==> src/rtl/fbpd_pkg.sv <==
// Shared constants, codes and control types of the frame-store primitive drawer.
`default_nettype none

package fbpd_pkg;

	localparam int MAX_WIDTH  = 64;
	localparam int MAX_HEIGHT = 64;
	localparam int DEPTH      = MAX_WIDTH * MAX_HEIGHT;
	localparam int ADDR_W     = $clog2(DEPTH);

	localparam int MODE_W     = 3;
	localparam int COORD_W    = 6;
	localparam int SIZE_W     = 7;
	localparam int COLOR_W    = 32;
	localparam int COUNT_W    = 13;
	localparam int FRAC_BITS  = 16;
	localparam int DIV_W      = COORD_W + FRAC_BITS;
	localparam int DIV_CNT_W  = $clog2(DIV_W);
	localparam int QUO_W      = FRAC_BITS + 1;
	localparam int POS_W      = COORD_W + FRAC_BITS + 1;

	localparam int CFG_IDX_W  = 2;
	localparam int CFG_DATA_W = 32;

	localparam logic [MODE_W-1:0] MODE_PIXEL = 3'd0;
	localparam logic [MODE_W-1:0] MODE_RECT  = 3'd1;
	localparam logic [MODE_W-1:0] MODE_LINE  = 3'd2;
	localparam logic [MODE_W-1:0] MODE_FILL  = 3'd3;
	localparam logic [MODE_W-1:0] MODE_READ  = 3'd4;

	localparam logic [CFG_IDX_W-1:0] REG_ACTIVE_WIDTH  = 2'd0;
	localparam logic [CFG_IDX_W-1:0] REG_ACTIVE_HEIGHT = 2'd1;
	localparam logic [CFG_IDX_W-1:0] REG_DRAW_COLOR    = 2'd2;

	localparam logic [SIZE_W-1:0] SIZE_RESET = 7'd64;

	typedef struct packed {
		logic load;
		logic clr_step;
		logic div_step;
		logic draw_step;
		logic rd_issue;
		logic out_load;
	} fbpd_ctl_t;

	typedef struct packed {
		logic              clr_last;
		logic              div_last;
		logic              draw_last;
		logic              start_empty;
		logic [MODE_W-1:0] start_mode;
	} fbpd_sts_t;

endpackage

`default_nettype wire

==> src/rtl/fbpd_ctrl.sv <==
// Controller state machine: clearing pass, request decode, division, drawing, read and result handoff.
`default_nettype none

module fbpd_ctrl (
	input  logic                clk,
	input  logic                arst_n,
	input  logic                in_valid,
	output logic                in_ready,
	output logic                out_valid,
	input  logic                out_ready,
	input  fbpd_pkg::fbpd_sts_t sts,
	output fbpd_pkg::fbpd_ctl_t ctl
);
	import fbpd_pkg::*;

	localparam logic [2:0] ST_CLEAR = 3'd0;
	localparam logic [2:0] ST_IDLE  = 3'd1;
	localparam logic [2:0] ST_DIV   = 3'd2;
	localparam logic [2:0] ST_DRAW  = 3'd3;
	localparam logic [2:0] ST_READ  = 3'd4;
	localparam logic [2:0] ST_DONE  = 3'd5;

	logic [2:0] state_q;
	logic [2:0] state_nx;
	logic       out_valid_q;

	always_comb begin
		ctl      = '0;
		in_ready = 1'b0;
		state_nx = state_q;
		case (state_q)
			ST_CLEAR: begin
				ctl.clr_step = 1'b1;
				if (sts.clr_last) begin
					state_nx = ST_IDLE;
				end
			end
			ST_IDLE: begin
				in_ready = 1'b1;
				if (in_valid) begin
					ctl.load = 1'b1;
					if (sts.start_empty) begin
						state_nx = ST_DONE;
					end else begin
						case (sts.start_mode)
							MODE_PIXEL, MODE_RECT, MODE_FILL: state_nx = ST_DRAW;
							MODE_LINE: state_nx = ST_DIV;
							MODE_READ: state_nx = ST_READ;
							default:   state_nx = ST_DONE;
						endcase
					end
				end
			end
			ST_DIV: begin
				ctl.div_step = 1'b1;
				if (sts.div_last) begin
					state_nx = ST_DRAW;
				end
			end
			ST_DRAW: begin
				ctl.draw_step = 1'b1;
				if (sts.draw_last) begin
					state_nx = ST_DONE;
				end
			end
			ST_READ: begin
				ctl.rd_issue = 1'b1;
				state_nx     = ST_DONE;
			end
			ST_DONE: begin
				if (!out_valid_q || out_ready) begin
					ctl.out_load = 1'b1;
					state_nx     = ST_IDLE;
				end
			end
			default: state_nx = ST_IDLE;
		endcase
	end

	always_ff @(posedge clk or negedge arst_n) begin
		if (!arst_n) begin
			state_q     <= ST_CLEAR;
			out_valid_q <= 1'b0;
		end else begin
			state_q <= state_nx;
			if (ctl.out_load) begin
				out_valid_q <= 1'b1;
			end else if (out_ready) begin
				out_valid_q <= 1'b0;
			end
		end
	end

	assign out_valid = out_valid_q;

endmodule

`default_nettype wire

==> config.mk <==
export PLATFORM = sky130hd
export DESIGN_NAME = fbpd_ctrl
export DESIGN_NICKNAME = d
export VERILOG_FILES = /design/src/rtl/fbpd_pkg.sv /design/src/rtl/fbpd_ctrl.sv
export SDC_FILE = /design/constraint.sdc
export NUM_CORES = 1
export LEC_CHECK = 0
export BUFFER_PORTS_ARGS = -buffer_cell sky130_fd_sc_hd__buf_2
export CORE_AREA = 5 5 42 44
export CTS_CLUSTER_DIAMETER = 80
export DETAILED_ROUTE_END_ITERATION = 7
export DIE_AREA = 0 0 47 49
export GPL_TIMING_DRIVEN = 0
export PLACE_DENSITY = 0.59
export SYNTH_ARGS = -nofsm -noshare
export SYNTH_HDL_FRONTEND = slang
export SYNTH_SLANG_ARGS = --single-unit
==> constraint.sdc <==
create_clock -name clk -period 2.4 [get_ports clk]
set_input_delay 0.48 -clock clk [delete_from_list [all_inputs] [get_ports clk]]
set_output_delay 0.48 -clock clk [all_outputs]
set_load 0.02 [all_outputs]
# After elaboration in Yosys (flattened, before gate mapping)

Index checks and enable logic that the tools add are counted.

$add $sub $neg: 0
Multipliers: 0
Divide/modulo/power cells: 0
$lt $le $gt $ge: 0
Equal/unequal tests: 14
Shift-type cells: 0
Muxes and demuxes: 19
Bitwise logic cells: 0
Reduce and logical (&&, ||, !) cells: 7

Operator list:

| cell                                                 | count |
|---|---|
| 2-to-1 mux 3 bit                                     | 6 |
| case mux 3 bit (6 select lines)                      | 1 |
| equality test 3 x 2 -> 1 bit (second input constant) | 4 |
| 2-to-1 mux 1 bit                                     | 11 |
| != test 2 bit (second input constant)                | 5 |
| equality test 3 bit (second input constant)          | 3 |
| case mux 3 bit (3 select lines)                      | 1 |
| equality test 3 x 1 -> 1 bit (second input constant) | 2 |
| zero test 3 bit                                      | 2 |
| AND reduction 5 bit                                  | 1 |
| OR reduction 3 bit                                   | 1 |
| nonzero test 2 bit                                   | 1 |
| zero test 1 bit                                      | 1 |
| logical OR 1 bit                                     | 1 |

Flip-flop bits (word level): 4
Bits in latches: 0
Memory bits (writable): 0
ROM bits: 0
Input port bits: 11
Output and inout port bits: 8
Memories kept: 0

# Longest topological paths before layout

Gate-level depths: netlist of the first run.

Depth in word-level cells: 6
Depth in mapped cells: 4
Mapped depth without buffers: 3

# Worst setup path after synthesis of the first run

OpenSTA, ideal clock, no wires.

Path type: register -> output
Start point: register state_q[0]
End point: output ctl[1] (netlist name)
Data arrival time: 1096 ps
Data required time: 1920 ps
Slack: 824 ps
Stages on the path, launching flop included: 3
Path through: dfrtp_1 buf_6 nor3b_1

RTL lines:

| what                   | line            | RTL |
|---|---|---|
| start, declared        | fbpd_ctrl.sv:23 | `logic [2:0] state_q;` |
| start signal, assigned | fbpd_ctrl.sv:85 | `state_q <= state_nx;` |
| end, declared          | fbpd_ctrl.sv:12 | `output fbpd_pkg::fbpd_ctl_t ctl` |

==> results of run 1 <==
[layout by cell type (no fill, tap or decap), types with 2 or more instances in the layout]
master,synthesis,final
nand2_1,3,3
nor2_1,3,3
nor3_1,3,3
buf_2,0,18
nand2b_1,2,2
nor2b_1,2,2
clkbuf_4,0,3
dfrtp_1,4,4
[power breakdown]
part	internal [W]	switching, W
Clock	0.0000561	0.0000292
Combinational	0.000131	0.000159
Sequential	0.0000908	0.0000128
Total	0.000278	0.000201
[logic make-up after synthesis]
group,Yosys count,synth area share
xor gates and xnor gates,1,0.0259
AOI/OAI and AO/OA,4,0.122
buffers and inverters,3,0.0963
muxes,2,0.0741
DFF,4,0.296
and+or+nand+nor,20,0.385
[path summary, 6_finish.rpt]
kind                               to  startpoint  cells past startpoint  slack [ns]
hold reg to reg             out_valid   out_valid                      2        0.56
max in group asynchronous  state_q[1]      arst_n                      1        2.24
hold / removal             state_q[2]      arst_n                      1        0.04
setup / recovery               ctl[2]  state_q[2]                      4        0.66
setup reg to reg           state_q[0]  state_q[1]                      4        1.07
min in group clk           state_q[1]    in_valid                      3        0.54
[cell type report]
type | count | area (um^2) | share of cell area
tap | 16 | 20.0 | 0.0426
timing repair buffer | 18 | 90.1 | 0.191
buffer | 3 | 32.5 | 0.0691
sequential | 4 | 100 | 0.213
multi-input combinational | 27 | 205 | 0.436
clock buffer | 3 | 22.5 | 0.0479
[flip-flops by register name, summed over array words and instances, names as in the netlist]
register / cells
state_q: 3
out_valid: 1
[worst reg2reg max path, stage by stage, from the launching register on]
cell     delay (ns)
dfrtp_1        0.35
buf_4          0.16
nor2b_1        0.15
a32oi_2        0.23
mux2_4         0.32
[stage by stage]
stage | hold WS [ns] | cell area, um^2 | utilization | total power (W) | setup slack [ns]
2_1_floorplan | 0.184 | 338 | - | 0.000323 | 0.824
3_3_place_gp | 0.286 | 448 | 0.320 | 0.000393 | 0.901
3_5_place_dp | 0.286 | 448 | 0.320 | 0.000395 | 0.899
4_1_cts | 0.0347 | 470 | 0.336 | 0.000487 | 0.645
5_1_grt | 0.0326 | 470 | 0.336 | 0.000522 | 0.580
6_report | 0.0354 | 470 | 0.336 | 0.000480 | 0.656
[routing by layer]
layer | global-route usage | share of wire | vias up
met5 | 0 | 0 | -
met4 | 0.0691 | 0 | 0
met3 | 0.0148 | 0.071 | 0
met2 | 0.124 | 0.53 | 10
met1 | 0.107 | 0.40 | 136
li1 | - | - | 161
==> summary.txt, run 1 <==
Yosys
  • Cell taking the most area after synthesis: dfrtp_1
  • #FFs+latches synth: 4
  • Main area contributors after synthesis: dfrtp_1 30%, nor3b_4 5.6%, a32oi_2 4.8%
  • Syn_nets: 45
  • Yosys warnings: 0
  • Synth Cell Area: 338 um^2
  • Synth async-reset ratio: 1.00
  • Post-synth top area share: 0.296
  • Count leader, synth: dfrtp_1
  • Avg Cell Area, Syn: between 9 and 10 um^2
  • Cells after synthesis: 34
  • Top_reg_cell synth: dfrtp_1
  • Share of the yosys chip area belonging to registers: 0.296
  • EDFF count, synth: 0
  • Synth cell types: 23
  • Most instantiated cells after synthesis: 4 x dfrtp_1, 3 x nand2_1, 3 x nor2_1, 3 x nor3_1

Clock tree
  • Post CTS Setup Buffer Count: 0
  • # hold bufs at CTS: 0
  • CTS tree: done
  • TritonCTS Buffers: 3
  • Post_cts resized: 0
  • Clk sinks: 4
  • Htree depth: 1
  • Root Driver: clkbuf_4
  • Clk slew on worst S/H paths: 0.04 ns
  • Longest Clk Path Bufs: 2
  • Clock Latency Late Sink: 0.24 ns

GRT
  • Pin count of the biggest net entering global routing: 11
  • Vias in the first global route: 350
  • Initial antenna violation count: 0
  • First-pass GRT wire length: 1.44 mm
  • Grt total ovfl: 0
  • GRT Total Usage: 0.0862

Critical path
  • Worst EP arrival: 1.26 ns
  • Worst path max stage delay: 0.36 ns
  • Worst setup EP type: output pin
  • Critical path type: reg2out
  • Crit-path max FO: 9
  • Worst Path Required: 1.92 ns
  • Cell Chain, Critical Path: clkbuf_8 -> nor2b_1 -> and2_2 -> buf_2
  • Startpoint Class: flop
  • Crit path max-delay family: flip-flops
  • WP buf/inv: 2
  • Slowest stage cell on the critical path: dfrtp_1

Floorplanning
  • Die X: 47 um
  • Area of the die: 0.00230 mm^2
  • Core Rows: 14
  • Core area: 0.00140 mm^2
  • Initial Util: 0.241
  • # IOs: 19
  • Die H: 49 um

Timing
  • Worst-margin pin slew: 0.303 ns
  • Final hold vios: 0
  • Finish-stage setup viols: 0
  • Fmax: around 570 MHz
  • Relative slew slack: 0.796
  • Setup Skew: 0.00554 ns
  • Period minus WS final: around 1.7 ns
  • Max Slew Vio Count: 0
  • RSZ-0062 raised after global routing: no
  • Fin Setup TNS: 0 ns
  • Crit share post-route: 0.727

Drt
  • Via density: 4.32
  • DRC Markers: 0
  • Starting DRT DRC Count: 2
  • WL final: 804 um
  • Post-route antenna net violation count: 0
  • Avg WL per Cell: 11.3 um
  • Vias: 307
  • Drt pass-1 iters: 4

Power
  • Max IR drop VDD: between 0.3 and 0.4 mV
  • Pwr/cell area: 1020 mW/mm^2
  • Leak: 0.246 nW

Layout
  • Area delta synth->final: 39.3%
  • Final nets: 68
  • Inserted Diodes: 0
  • Share of cells above drive strength 1: 0.545
  • Layout filler cell count: between 150 and 200
  • Final cell count without fillers: 71

Job
  • Max-cap violations: 0

Hold path
  • Hold crit path type: in2async

Placed design
  • HPWL Detailed: 596 um
  • DP Cell Count: 68
  • GPL Wtd Cong: 0.626
  • Port-buffer cells: 18

Status
  • Status: complete, no violations
Power figures use the tool's default switching activity.
==> run 2: changes to the inputs <==
- PLACE_DENSITY: 0.59 -> 0.61
- clock period: 2.4 -> 1.55 ns (I/O delays scaled with it)
==> run 2 against run 1 <==
  * Combinational power increased by 70%
  * Via count increased by 4.6%
  * Global-route usage decreased by 1.2 points
  * Register-to-register slack got worse by 0.82 ns
  * Sequential share of layout area decreased by 1.8 points
  * Total power increased by 63%
  * Critical path depth unchanged
  * Flip-flop and latch count unchanged
  * First-iteration DRC count increased by 100%
  * Clock skew decreased by 0.0051 ns
  * Non-clock buffer count increased by 2
  * Critical path type unchanged
  * Largest cell class unchanged
==> summary.txt, run 2 (synthesis gave the netlist of run 1 again) <==
Status
  • Status: complete, no violations

Hold path
  • Hold crit path type: in2reg
  • Hold Path Depth: 3

Drt
  • Starting DRT DRC Count: 4 (+2)
  • Drt pass-1 iters: 2 (-2)
  • Post-route antenna net violation count: 0 (unchanged)
  • Avg WL per Cell: 10.2 um (-9.5%)
  • DRC Markers: 0 (unchanged)
  • WL final: 748 um (-7.0%)
  • Via density: 4.40 (+1.7%)
  • Vias: 321 (+4.6%)

Floorplanning
  • Die H: 49 um (unchanged)
  • Die X: 47 um (unchanged)
  • Core Rows: 14 (unchanged)
  • Initial Util: 0.241 (unchanged)
  • Core area: 0.00140 mm^2 (unchanged)
  • # IOs: 19 (unchanged)
  • Area of the die: 0.00230 mm^2 (unchanged)

Critical path
  • Crit-path max FO: 8 (-1)
  • Worst setup EP type: output pin
  • Worst path max stage delay: 0.36 ns (about the same)
  • Critical path type: reg2out
  • Worst EP arrival: 1.20 ns (-0.06 ns)
  • Startpoint Class: flop
  • Worst Path Required: 1.24 ns (-0.68 ns)
  • Cell Chain, Critical Path: buf_6 -> nand3b_1 -> nor2b_1 -> buf_4
  • Slowest stage cell on the critical path: dfrtp_1
  • Path depth of the worst reg2reg path: 5 (+1)

Clock tree
  • Clk slew on worst S/H paths: 0.04 ns (about the same)
  • Clk sinks: 4 (unchanged)
  • Clock Latency Late Sink: 0.23 ns (about the same)
  • TritonCTS Buffers: 3 (unchanged)
  • Longest Clk Path Bufs: 2 (unchanged)
  • Root Driver: clkbuf_4
  • Htree depth: 1 (unchanged)
  • CTS tree: done

GRT
  • GRT Total Usage: 0.0743 (-0.0120)
  • Pin count of the biggest net entering global routing: 11 (unchanged)
  • Grt total ovfl: 0 (unchanged)
  • Vias in the first global route: 312 (-11%)
  • Initial antenna violation count: 0 (unchanged)
  • First-pass GRT wire length: 1.26 mm (-13%)

Layout
  • Share of cells above drive strength 1: 0.579 (+0.0335)
  • Area delta synth->final: 52.2%
  • Finished layout cell area: 514 um^2 (+9.3%)
  • Most common cell after layout, fill and taps aside: buf_2
  • Final nets: 70 (+2.9%)
  • Max FFs per register: 3 (unchanged)
  • Most frequent cells in the layout: 14 x buf_2, 5 x buf_4, 4 x dfrtp_1
  • Final cell count without fillers: 73 (+2.8%)
  • Layout filler cell count: 164 (-0.61%)
  • Inserted Diodes: 0 (unchanged)
  • Register name with the most flops: state_q

Power
  • Leak: 0.259 nW (+5.6%)
  • Max IR drop VDD: 0.575 mV (+56%)
  • Pwr/cell area: 1520 mW/mm^2 (+49%)
  • Overall power: 0.000782 W (+63%)

Job
  • Max-cap violations: 0 (unchanged)

Placed design
  • Port-buffer cells: 18 (unchanged)
  • DP Cell Count: 68 (unchanged)
  • Post-DP Area: 448 um^2 (unchanged)
  • GPL Wtd Cong: 0.709 (+13%)

Timing
  • Relative slew slack: 0.808 (+0.0115)
  • Worst-margin pin slew: 0.286 ns (-0.0171 ns)
  • Setup Skew: 0.000413 ns (-0.00512 ns)
  • Crit share post-route: 0.973
  • Max Slew Vio Count: 0 (unchanged)
  • Final hold vios: 0 (unchanged)
  • Period minus WS final: 1.51 ns
  • Finish-stage setup viols: 0 (unchanged)
  • Fmax: around 660 MHz
  • RSZ-0062 raised after global routing: yes
==> run 2: changes by cell type in the layout (fill, tap and decap cells not counted) <==
cell,delta
buf_2,-4
buf_4,+4
buf_6,+1
dlygate4sd3_1,+1
nor2b_1,-1
nor2b_4,+1
nor3b_1,-1
nor3b_2,+1
==> run 2: path summary, 6_finish.rpt <==
| path | start | end | slack, ns |
|---|---|---|---|
| worst min-delay path | in_valid | state_q[1] | 0.36 |
| max in group asynchronous | arst_n | state_q[0] | 1.02 |
| worst min register to register | out_valid | out_valid | 0.53 |
| worst max-delay path | state_q[1] | ctl[0] | 0.04 |
| min in group asynchronous | arst_n | out_valid | 0.41 |
| worst max register to register | state_q[1] | state_q[0] | 0.25 |
==> run 2: through the flow <==
| stage | worst slack [ns] | TNS (ns) | utilization | hold slack (ns) |
|---|---|---|---|---|
| after detailed placement | 0.215 | 0 | 0.320 | 0.118 |
| final | 0.0414 | 0 | 0.367 | 0.365 |
| after global placement | 0.220 | 0 | 0.320 | 0.117 |
| after floorplan | 0.0647 | 0 | - | 0.0144 |
| after global routing | -0.0619 | -0.0742 | 0.367 | 0.400 |
| after CTS | 0.0127 | 0 | 0.349 | 0.369 |
==> run 2: layout make-up <==
class,instances,area (um^2),area share
buffer,3,36.3,0.0706
clock buffer,3,22.5,0.0438
multi-input combinational,27,218,0.423
sequential,4,100,0.195
tap,16,20.0,0.0389
timing repair buffer,20,118,0.229
==> run 2: timing repair <==
item	4_1_cts	5_1_grt
gates resized for setup	3	5
hold buffers	1	0
buffers inserted	0	1
endpoints found under the hold margin	4	0
setup endpoints to repair	2	5
==> run 2: power by group <==
group          internal (W)  switching, W
Clock             0.0000866     0.0000428
Combinational      0.000239      0.000256
Sequential         0.000140     0.0000165
==> run 2: routing by layer <==
metal	wire length (um)	track usage	up-vias
met4	9	0.0599	0
met5	0	0	-
met2	393	0.0995	11
met3	69	0.0295	2
met1	275	0.0891	143
li1	-	-	165
==> run 2: critical path, delay by kind of cell, from the launching register on <==
kind,cells,cell delay [ns]
flip-flops,1,0.36
AND/OR/NAND/NOR,2,0.32
buffers and inverters,2,0.29
==> run 3: changes to the inputs <==
- PLACE_DENSITY: 0.61 -> 0.59
- TNS_END_PERCENT: default -> 20
- clock period: 1.55 -> 1.5 ns (I/O delays scaled with it)
==> run 3 against run 2 <==
  * Sequential power up 5%
  * First-iteration DRC count shrank 100%
  * Core utilization rose by 1.3 points
  * Critical endpoint is now ctl[3]
  * The run now ends with negative setup slack left
  * Critical path depth is the same
  * Setup slack got worse by 0.059 ns
  * Die area unchanged
  * Combinational power increased by 9.3%
  * Global-route usage grew 1.3 points
  * Clock power increased by 6%
==> summary.txt, run 3 (synthesis gave the netlist of run 1 again) <==
Timing
  • Finish-stage setup viols: 3 (+3)
  • RSZ-0062 raised after global routing: yes
  • Fin Setup TNS: -0.0506 ns (-0.0506 ns)
  • Worst Slack Setup Final: -0.0175 ns (-0.0589 ns)
  • Setup Skew: 0.00503 ns (+0.00461 ns)
  • Worst-margin pin slew: 0.323 ns (+0.0365 ns)
  • Relative slew slack: 0.783 (-0.0245)
  • Period minus WS final: 1.52 ns
  • Max Slew Vio Count: 0 (unchanged)
  • Crit share post-route: 1.01
  • Fmax: 659 MHz
  • Final hold vios: 0 (unchanged)

Drt
  • Drt pass-1 iters: 1 (-1)
  • Post-route antenna net violation count: 0 (unchanged)
  • DRC Markers: 0 (unchanged)
  • Starting DRT DRC Count: 0 (-4)
  • WL final: 883 um (+18%)
  • Vias: 326 (+1.6%)
  • Via density: 4.29 (-2.5%)
  • Avg WL per Cell: 11.6 um (+13%)

Critical path
  • Critical path type: reg2out
  • Worst Path Required: 1.20 ns (-0.04 ns)
  • Worst EP arrival: 1.22 ns (+0.02 ns)
  • Worst path max stage delay: 0.36 ns (about the same)
  • Startpoint Class: flop
  • R2r setup slk: 0.10 ns (-0.15 ns)
  • Path depth of the worst reg2reg path: 4 (-1)
  • Cell Chain, Critical Path: buf_6 -> nor2b_2 -> and2b_2 -> buf_2
  • Worst reg2reg endpoint: state_q[0]
  • WP buf/inv: 2 (unchanged)
  • Slowest stage cell on the critical path: dfrtp_1
  • Worst setup EP type: output pin
  • Crit path max-delay family: flip-flops
  • Crit-path max FO: 8 (unchanged)
  • Origin of the critical flop-to-flop path: state_q[0]

Clock tree
  • Clock Latency Late Sink: 0.24 ns (about the same)
  • Longest Clk Path Bufs: 2 (unchanged)
  • CTS tree: done
  • Clk sinks: 4 (unchanged)
  • TritonCTS Buffers: 3 (unchanged)
  • Root Driver: clkbuf_4
  • Clk slew on worst S/H paths: 0.04 ns (about the same)
  • Htree depth: 1 (unchanged)

Layout
  • Most frequent cells in the layout: 15 x buf_2, 6 x buf_4, 4 x dfrtp_1
  • Max FFs per register: 3 (unchanged)
  • Share of cells above drive strength 1: 0.600 (+0.0211)
  • Finished layout cell area: 533 um^2 (+3.6%)
  • Register name with the most flops: state_q
  • Most common cell after layout, fill and taps aside: buf_2
  • Area delta synth->final: 57.8%
  • Inserted Diodes: 0 (unchanged)
  • Final nets: 73 (+4.3%)

GRT
  • GRT Total Usage: 0.0869 (+0.0127)
  • Initial antenna violation count: 0 (unchanged)
  • Pin count of the biggest net entering global routing: 11 (unchanged)
  • Grt total ovfl: 0 (unchanged)
  • First-pass GRT wire length: 1.46 mm (+16%)
  • Vias in the first global route: 355 (+14%)

Power
  • Max IR drop VDD: 0.693 mV (+21%)
  • Leak: 0.275 nW (+5.9%)
  • Pwr/cell area: 1580 mW/mm^2 (+4.0%)

Floorplanning
  • Area of the die: 0.00230 mm^2 (unchanged)
  • Die H: 49 um (unchanged)
  • Core Rows: 14 (unchanged)
  • Die X: 47 um (unchanged)
  • Core area: 0.00140 mm^2 (unchanged)
  • Initial Util: 0.241 (unchanged)
  • # IOs: 19 (unchanged)

Placed design
  • GPL Wtd Cong: 0.626 (-12%)
  • Post-DP Area: 448 um^2 (unchanged)
  • Port-buffer cells: 18 (unchanged)
  • HPWL Detailed: between 500 and 600 um

Hold path
  • Hold crit path type: in2reg
  • Hold Path Depth: 3 (unchanged)
  • Hold Startpoint: in_valid
  • Min-Delay Endpoint: state_q[1]

Job
  • Max-cap violations: 0 (unchanged)

Status
  • Failing checks: negative setup slack
  • Status: finished, violations left
## run 3: changes by cell type in the layout (fill, tap and decap cells not counted), sizes merged
cell,previous run,this run
buf,21,24
## run 3: worst max path at each step
stage,endpoint,depth (start not counted),start,slack [ns]
2_1_floorplan,state_q[2],4,state_q[0],0.01
3_3_place_gp,state_q[0],4,state_q[1],0.17
3_5_place_dp,state_q[0],4,state_q[1],0.17
4_1_cts,ctl[3],4,state_q[1],-0.05
5_1_grt,ctl[0],4,state_q[1],-0.09
6_report,ctl[3],4,state_q[1],-0.02
## run 3: cell type report
| class | instances | area, um^2 |
|---|---|---|
| Buffer | 3 | 36.3 |
| Clock buffer | 3 | 22.5 |
| Fill cell | 157 | 868 |
| Multi-Input combinational cell | 27 | 213 |
| Sequential cell | 4 | 100 |
| Tap cell | 16 | 20.0 |
| Timing Repair Buffer | 23 | 141 |
## run 3: worst reg2reg max path, delay by kind of cell, from the launching register on
family	cells	cell delay [ns]
buf+inv	1	0.15
mux	1	0.32
simple gates	1	0.14
flops	1	0.40
compound gates	1	0.27
## run 3: per-stage QoR
step / total power [W] / std cells / setup WS, ns / utilization / hold WS, ns
2_1_floorplan: 0.000518 / 34 / 0.0147 / - / 0.00441
3_3_place_gp: 0.000628 / 68 / 0.172 / 0.320 / 0.106
3_5_place_dp: 0.000633 / 68 / 0.168 / 0.320 / 0.106
4_1_cts: 0.000806 / 72 / -0.0528 / 0.352 / 0.363
5_1_grt: 0.000913 / 76 / -0.0941 / 0.380 / 0.393
6_report: 0.000843 / 76 / -0.0175 / 0.380 / 0.365
## run 3: where the power goes
group	switching, W	internal, W
combinational	0.000273	0.000268
clock	0.0000476	0.0000898
sequential	0.0000197	0.000145
total	0.000340	0.000503
## run 3: routing by layer
metal	routed length (um)	track usage	up-vias
met2	498	0.127	8
met5	0	0	-
met4	0	0.0691	0
li1	-	-	171
met1	331	0.104	147
met3	52	0.0185	0
## run 3: timing repair
item | 4_1_cts | 5_1_grt
endpoints found under the hold margin | 4 | 0
gates resized for setup | 4 | 3
gates cloned | 0 | 0
endpoints found under the setup margin | 5 | 5
setup buffers | 0 | 4
hold buffers | 1 | 0
